## src/hw/rtl/dab_pkg.sv

```systemverilog
package dab_pkg;

   localparam int unsigned MINUTES_PER_HOUR = 60;

   localparam logic [2:0] MODE_TICK        = 3'd0;
   localparam logic [2:0] MODE_SET         = 3'd1;
   localparam logic [2:0] MODE_DISABLE     = 3'd2;
   localparam logic [2:0] MODE_DISABLE_ALL = 3'd3;
   localparam logic [2:0] MODE_CLEAR       = 3'd4;
   localparam logic [2:0] MODE_QUERY       = 3'd5;

   localparam logic CSR_RING_WINDOW = 1'b0;
   localparam logic CSR_BLANKING    = 1'b1;

   typedef struct packed {
      logic [2:0] mode;
      logic [3:0] alarm_index;
      logic [4:0] set_hour;
      logic [5:0] set_minute;
      logic [4:0] now_hour;
      logic [5:0] now_minute;
   } req_type;

   typedef struct packed {
      logic       any_ringing;
      logic [2:0] ringing_index;
      logic [4:0] sel_hour;
      logic [5:0] sel_minute;
      logic       sel_enabled;
      logic       sel_ringing;
   } rsp_type;

   typedef struct packed {
      logic [10:0] ring_window_minutes;
      logic [10:0] blanking_minutes;
   } cfg_type;

   typedef struct packed {
      logic        valid;
      logic [2:0]  mode;
      logic [3:0]  alarm_index;
      logic [4:0]  set_hour;
      logic [5:0]  set_minute;
      logic [10:0] now_mod;
      rsp_type     rsp;
   } token_type;

   function automatic logic [10:0] minute_of_day(input logic [4:0] hour,
                                                 input logic [5:0] minute);
      minute_of_day = 11'(11'(hour) * 11'(MINUTES_PER_HOUR)) + 11'(minute);
   endfunction

endpackage

```

## src/hw/rtl/daily_alarm_bank.sv

```systemverilog
// Bank of NUM_ALARMS daily alarms matched against the time of day.
// A command word is taken at a rising edge where start is high and busy is low.
// The mode field selects tick, set alarm, disable one, disable all, clear
// ringing or query; unused modes act as a query.
// Each alarm lives in one cell of a chain, and the command travels down the
// chain one cell per cycle, each cell applying it to its own alarm and adding
// its contribution to the result word that rides along with it.
// The result word appears on rsp_word for exactly one cycle with rsp_valid
// high, once the command has passed the input register and every cell, and
// the receiver cannot stall it.
// Busy stays high from the accepting edge until the result cycle, so a new
// command is taken only after the last one has walked through the chain.
// The APB port holds the ring window at address 0 and the blanking time at
// address 4; write them only while busy is low.
// Reset disables and clears all alarms and reloads a window of 5 minutes and a
// blanking time of 60 minutes.
module daily_alarm_bank #(
   parameter int NUM_ALARMS = 8
) (
   input  logic             clock,
   input  logic             reset,
   input  logic             start,
   output logic             busy,
   input  dab_pkg::req_type req_word,
   output logic             rsp_valid,
   output dab_pkg::rsp_type rsp_word,
   input  logic             psel,
   input  logic             penable,
   input  logic             pwrite,
   input  logic [2:0]       paddr,
   input  logic [31:0]      pwdata,
   output logic [31:0]      prdata,
   output logic             pready
);

   dab_pkg::cfg_type   cfg_ff, cfg_in;
   dab_pkg::token_type cmd_ff, cmd_in;
   dab_pkg::token_type chain [NUM_ALARMS + 1];
   logic [NUM_ALARMS-1:0] in_flight;
   logic csr_write;

   assign pready    = 1'b1;
   assign csr_write = psel && penable && pwrite && pready;

   always_comb begin
      cfg_in = cfg_ff;
      if (csr_write) begin
         unique case (paddr[2])
            dab_pkg::CSR_RING_WINDOW: cfg_in.ring_window_minutes = pwdata[10:0];
            dab_pkg::CSR_BLANKING:    cfg_in.blanking_minutes    = pwdata[10:0];
            default: begin
            end
         endcase
      end
   end

   always_comb begin
      unique case (paddr[2])
         dab_pkg::CSR_RING_WINDOW: prdata = {21'd0, cfg_ff.ring_window_minutes};
         dab_pkg::CSR_BLANKING:    prdata = {21'd0, cfg_ff.blanking_minutes};
         default:                  prdata = '0;
      endcase
   end

   always_comb begin
      cmd_in             = '0;
      cmd_in.valid       = start && !busy;
      cmd_in.mode        = req_word.mode;
      cmd_in.alarm_index = req_word.alarm_index;
      cmd_in.set_hour    = req_word.set_hour;
      cmd_in.set_minute  = req_word.set_minute;
      cmd_in.now_mod     = dab_pkg::minute_of_day(req_word.now_hour, req_word.now_minute);
   end

   always_ff @(posedge clock) begin
      if (reset) begin
         cfg_ff.ring_window_minutes <= 11'd5;
         cfg_ff.blanking_minutes    <= 11'd60;
         cmd_ff                     <= '0;
      end else begin
         cfg_ff <= cfg_in;
         cmd_ff <= cmd_in;
      end
   end

   assign chain[0] = cmd_ff;

   for (genvar i = 0; i < NUM_ALARMS; i++) begin : g_cell
      dab_cell #(
         .CELL_INDEX(i)
      ) u_cell (
         .clock  (clock),
         .reset  (reset),
         .cfg    (cfg_ff),
         .tok_in (chain[i]),
         .tok_out(chain[i+1])
      );
      assign in_flight[i] = chain[i].valid;
   end

   assign busy      = |in_flight;
   assign rsp_valid = chain[NUM_ALARMS].valid;
   assign rsp_word  = chain[NUM_ALARMS].rsp;

endmodule

```

## src/hw/rtl/dab_cell.sv

```systemverilog
module dab_cell #(
   parameter int CELL_INDEX = 0
) (
   input  logic               clock,
   input  logic               reset,
   input  dab_pkg::cfg_type   cfg,
   input  dab_pkg::token_type tok_in,
   output dab_pkg::token_type tok_out
);

   logic [4:0]  hour_ff, hour_in;
   logic [5:0]  minute_ff, minute_in;
   logic        enabled_ff, enabled_in;
   logic        ringing_ff, ringing_in;
   logic [10:0] cleared_ff, cleared_in;
   dab_pkg::token_type tok_ff, tok_in_next;

   logic [10:0] alarm_mod;
   logic [11:0] window_end;
   logic [11:0] blank_end;
   logic        hit;
   logic        can_ring;

   assign hit        = tok_in.alarm_index == 4'(CELL_INDEX);
   assign alarm_mod  = dab_pkg::minute_of_day(hour_ff, minute_ff);
   assign window_end = {1'b0, alarm_mod} + {1'b0, cfg.ring_window_minutes};
   assign blank_end  = {1'b0, cleared_ff} + {1'b0, cfg.blanking_minutes};
   assign can_ring   = enabled_ff && !ringing_ff && (tok_in.now_mod >= alarm_mod)
                       && ({1'b0, tok_in.now_mod} < window_end)
                       && ({1'b0, tok_in.now_mod} >= blank_end);

   always_comb begin
      hour_in     = hour_ff;
      minute_in   = minute_ff;
      enabled_in  = enabled_ff;
      ringing_in  = ringing_ff;
      cleared_in  = cleared_ff;
      if (tok_in.valid) begin
         case (tok_in.mode)
            dab_pkg::MODE_TICK: begin
               if (can_ring) begin
                  ringing_in = 1'b1;
               end
            end
            dab_pkg::MODE_SET: begin
               if (hit) begin
                  hour_in    = tok_in.set_hour;
                  minute_in  = tok_in.set_minute;
                  enabled_in = 1'b1;
                  ringing_in = 1'b0;
               end
            end
            dab_pkg::MODE_DISABLE: begin
               if (hit) begin
                  enabled_in = 1'b0;
               end
            end
            dab_pkg::MODE_DISABLE_ALL: begin
               enabled_in = 1'b0;
            end
            dab_pkg::MODE_CLEAR: begin
               if (hit) begin
                  ringing_in = 1'b0;
                  cleared_in = tok_in.now_mod;
               end
            end
            default: begin
            end
         endcase
      end

      tok_in_next = tok_in;
      if (!tok_in.rsp.any_ringing && ringing_in) begin
         tok_in_next.rsp.any_ringing   = 1'b1;
         tok_in_next.rsp.ringing_index = 3'(CELL_INDEX);
      end
      if (hit) begin
         tok_in_next.rsp.sel_hour    = hour_in;
         tok_in_next.rsp.sel_minute  = minute_in;
         tok_in_next.rsp.sel_enabled = enabled_in;
         tok_in_next.rsp.sel_ringing = ringing_in;
      end
   end

   always_ff @(posedge clock) begin
      if (reset) begin
         hour_ff    <= '0;
         minute_ff  <= '0;
         enabled_ff <= 1'b0;
         ringing_ff <= 1'b0;
         cleared_ff <= '0;
         tok_ff     <= '0;
      end else begin
         hour_ff    <= hour_in;
         minute_ff  <= minute_in;
         enabled_ff <= enabled_in;
         ringing_ff <= ringing_in;
         cleared_ff <= cleared_in;
         tok_ff     <= tok_in_next;
      end
   end

   assign tok_out = tok_ff;

endmodule

```

## config.mk

```make
export PLATFORM = sky130hd
export DESIGN_NAME = daily_alarm_bank
export DESIGN_NICKNAME = d
export VERILOG_FILES = /design/src/hw/rtl/dab_pkg.sv /design/src/hw/rtl/daily_alarm_bank.sv /design/src/hw/rtl/dab_cell.sv
export SDC_FILE = /design/constraint.sdc
export NUM_CORES = 2
export LEC_CHECK = 0
export ABC_AREA = 1
export BUFFER_PORTS_ARGS = -buffer_cell sky130_fd_sc_hd__buf_2
export CAP_MARGIN = 20
export CORE_ASPECT_RATIO = 0.7
export CORE_MARGIN = 2
export CORE_UTILIZATION = 40
export CTS_CLUSTER_DIAMETER = 60
export CTS_CLUSTER_SIZE = 40
export DETAILED_ROUTE_END_ITERATION = 8
export GPL_TIMING_DRIVEN = 0
export PLACE_DENSITY_LB_ADDON = 0.3
export REMOVE_ABC_BUFFERS = 1
export SLEW_MARGIN = 20
export SYNTH_ARGS = -nofsm -noshare
export SYNTH_HDL_FRONTEND = slang
export SYNTH_SLANG_ARGS = --single-unit
```

## constraint.sdc

```tcl
create_clock -name clock -period 13 [get_ports clock]
set_clock_uncertainty 0.15 [all_clocks]
set_input_delay 2.6 -clock clock [delete_from_list [all_inputs] [get_ports clock]]
set_output_delay 2.6 -clock clock [all_outputs]
set_load 0.02 [all_outputs]
```

==> metrics.csv <==
stage,metric,value,unit
outcome,outcome,"complete, no violations",
critical_path,Crit. End Element,output port,
timing,min Tclk post-route,6.28,ns
timing,Worst slew margin,18.2,%
logic_synthesis,Yosys cell types,58,
power_and_ir_drop,cell area power density,94.1,nW/um^2
timing,Worst Tran Pin Value,1.22,ns
floorplan,IO Pins,122,
final_layout,"commonest non-fill, non-tap cell in the layout",inv_1,
clock_network,hold buffers post-CTS,0,
grt,largest net degree at the start of global routing,128,
logic_synthesis,post-synthesis area per instance,7.76,sq um
critical_path,Reg2Reg Depth,28,
logic_synthesis,Post-synth EDFFs,0,
hold_path,hold endpoint,g_cell[1].u_cell.tok_out[29]$_SDFF_PP0_,
floorplan,initial core utilization,40.6,%
placement,routability cong.,0.882,
clock_network,Clock Pin Slew Worst Setup and Hold Paths,0.12,ns
critical_path,r2r setup slk,6.99,ns
placement,PortBufs,76,
floorplan,die area,98400,sq um
critical_path,Worst R2R End,g_cell[7].u_cell.tok_out[13]$_SDFF_PP0_,
grt,overall routing resource usage,20.6,%
final_layout,multi-input logic area,22800,sq um
clock_network,CTS tree,built,
critical_path,"Req. time, crit path",10.25,ns
timing,setup TNS,0,ns
final_layout,Ant. Diodes,0,
logic_synthesis,proportion of synthesized area in mux cells,0.131,%
grt,first-pass GRT wire length,161000,um
logic_synthesis,mapped cell area,38300,sq um
logic_synthesis,Post-Syn Instances,4942,
critical_path,crit path max fanout,13,
detailed_routing,residual DRC count,0,
hold_path,HP Class,register to register,
logic_synthesis,ys flop type,dfxtp_1,
placement,post-DP HPWL,78900,um
clock_network,H-tree depth,2,
detailed_routing,initial drt markers,2468,
grt,GR Overflow Total,0,
timing,Fin Hold WS,0.243,ns
timing,"Slew Viols, Final",0,
logic_synthesis,simple-gate share of the synthesized area,17.0,%
final_layout,area grow syn2layout,8.26,%
grt,vias in the first global route,28900,
floorplan,core area,94400,sq um
final_layout,most frequent cells in the layout,"inv_1 (837), nand2_1 (634), nor2_1 (620), ha_1 (583), dfxtp_1 (574)",
critical_path,cell count along the critical path,5,
critical_path,Setup Crit Path Kind,primary input to output port,
logic_synthesis,Synth area leaders,"dfxtp_1 (30%), ha_1 (19%), inv_1 (8.2%), nand2_1 (6.2%), nor2_1 (6.1%)",
detailed_routing,Avg WL per Cell,16.3,um
clock_network,CTS Buf Count,40,
critical_path,"slowest stage delay, CP",0.35,ns
clock_network,post-cts resize count,0,
floorplan,Chip Height,263,um
placement,placed cell count,6145,
critical_path,Worst Path Arrival,3.53,ns
flow_run,max cap viols,0,
grt,initial antenna violation count,1,
logic_synthesis,ys async rst share,0,%
critical_path,startpoint types,primary input,
power_and_ir_drop,Peak VDD IR,69.4,uV
critical_path,Buf/Inv on CP,3,
detailed_routing,Post-DRT Antenna Nets,0,
timing,fmax,0.159,GHz
logic_synthesis,largest area contributor in the netlist,dfxtp_1,
power_and_ir_drop,total design power,3.91,mW
clock_network,Clock Sinks,583,
critical_path,CP max stage cell,inv_1,
detailed_routing,1st-pass router iterations,6,
final_layout,Fillers,9485,
timing,final count of negative-setup-slack endpoints,0,
logic_synthesis,adder-cell share of the synthesized area,23.6,%
detailed_routing,DR vias,30800,
detailed_routing,via/cell ratio,4.96,
logic_synthesis,largest family of logic cells by synthesized area,adder cells,
hold_path,hold_sp,g_cell[0].u_cell.tok_out[29]$_SDFF_PP0_,
final_layout,layout cells sized above 1,4.27,%
timing,Fin. Hold Viols,0,
final_layout,nets@finish,5680,
logic_synthesis,Synth Warn #,0,
critical_path,FF-to-FF Start,g_cell[7].u_cell.hour_ff[0]$_SDFF_PP0_,
critical_path,Top delay family on crit path,buffers and inverters,
floorplan,Die Wd,374,um
logic_synthesis,Synth Area in XOR/XNOR,5.39,%
final_layout,Reg area,11700,sq um
critical_path,critical-path cell list,buf_2 -> inv_1 -> nand2_1 -> nand2_1 -> buf_2,
logic_synthesis,top cell type's share of synthesized area,30.4,%
timing,"Period Utilization, post-route",48.3,%
clock_network,CTS Root Cell,clkbuf_16,
clock_network,Post-CTS Repair Setup Buffers,0,
timing,RSZ-0062 raised after global routing,false,
power_and_ir_drop,static leakage,20.8,nW
final_layout,Util after Layout,43.9,%
logic_synthesis,Synth Area in Compound Gates,13.1,%
clock_network,Clock Latency Late Sink,0.63,ns
detailed_routing,"wirelength, routed",101000,um
floorplan,# rows,94,
logic_synthesis,Synth Register Bits,583,
logic_synthesis,sequential fraction of the synthesis area,30.4,%
final_layout,final non-filler cell total,6217,
clock_network,CTS max path bufs,3,
hold_path,hold path cells,2,
-- worst register-to-register path: cells and delay by family, from the launching register on --
family / cells / cell delay, ns
adder cells (fa/ha/maj): 6 / 2.48
AND/OR/NAND/NOR: 12 / 1.57
AO/OA/AOI/OAI: 5 / 0.87
flip-flops: 1 / 0.45
buffers and inverters: 4 / 0.22
XOR/XNOR: 1 / 0.18
-- area by class of cell --
class | count | share of cell area (%)
clock inverters | 31 | 1.50
clock buffers | 41 | 2.47
flip-flops and latches | 583 | 28.1
well taps | 1248 | 3.76
inverters | 846 | 7.67
multi-input cells | 3378 | 54.9
repair buffers | 90 | 1.50
-- cells in the mapped netlist, types with 24 or more instances --
cell type  number
o21ai_0       236
o211ai_1       94
a21oi_1       416
nor2_1        620
nand3_1       136
nand4_1        51
xnor2_1        98
nor3_1         40
clkbuf_1       87
o21ai_1        29
buf_4          42
dfxtp_1       583
nand2_1       634
ha_1          583
inv_1         838
fa_1           88
xor2_1        138
a21o_1         24
-- cell families after synthesis --
logic type	count (synthesis)
adders and majority gates	671
muxes	5
xor gates and xnor gates	236
other	2
and+or+nand+nor	1550
AOI/OAI and AO/OA	894
DFF	583
buffers and inverters	1001
-- sequential cells by signal, summed over array words and instances, names as in the netlist --
register and flops:
g_cell.u_cell.cleared_ff 88, g_cell.u_cell.minute_ff 48, g_cell.u_cell.hour_ff 40, g_cell.u_cell.ringing_ff 7, cfg_ff 22, g_cell.u_cell.tok_out 340
chain 30, g_cell.u_cell.enabled_ff 8
-- worst max path at each step --
stage	to	from
detailed placement	prdata[2]	paddr[2]
floorplan	g_cell[0].u_cell.tok_out[0]$_SDFF_PP0_	reset
global placement	g_cell[4].u_cell.tok_out[16]$_SDFF_PP0_	reset
finish	prdata[2]	paddr[2]
CTS	prdata[2]	paddr[2]
global route	g_cell[7].u_cell.tok_out[15]$_SDFF_PP0_	g_cell[7].u_cell.hour_ff[0]$_SDFF_PP0_
-- routing by layer --
layer	vias to the layer above	part of all wire (%)	track usage, %
met5	-	0	0
met4	0	2.1	4.44
met3	109	7.6	4.00
met2	756	37	28.1
met1	14000	53	32.7
li1	15900	-	-
-- metrics by stage --
stage | cell area, sq um | setup WS, ns
6_report | 41500 | 6.72
5_1_grt | 41500 | 6.43
4_1_cts | 41500 | 6.74
3_5_place_dp | 39900 | 6.74
3_3_place_gp | 39600 | -6.39
2_1_floorplan | 37600 | 7.18
-- where the power goes --
group | internal (mW) | switching, mW
clock network | 0.738 | 0.819
registers | 1.82 | 0.0793
logic | 0.173 | 0.276
Power figures use the tool's default switching activity.
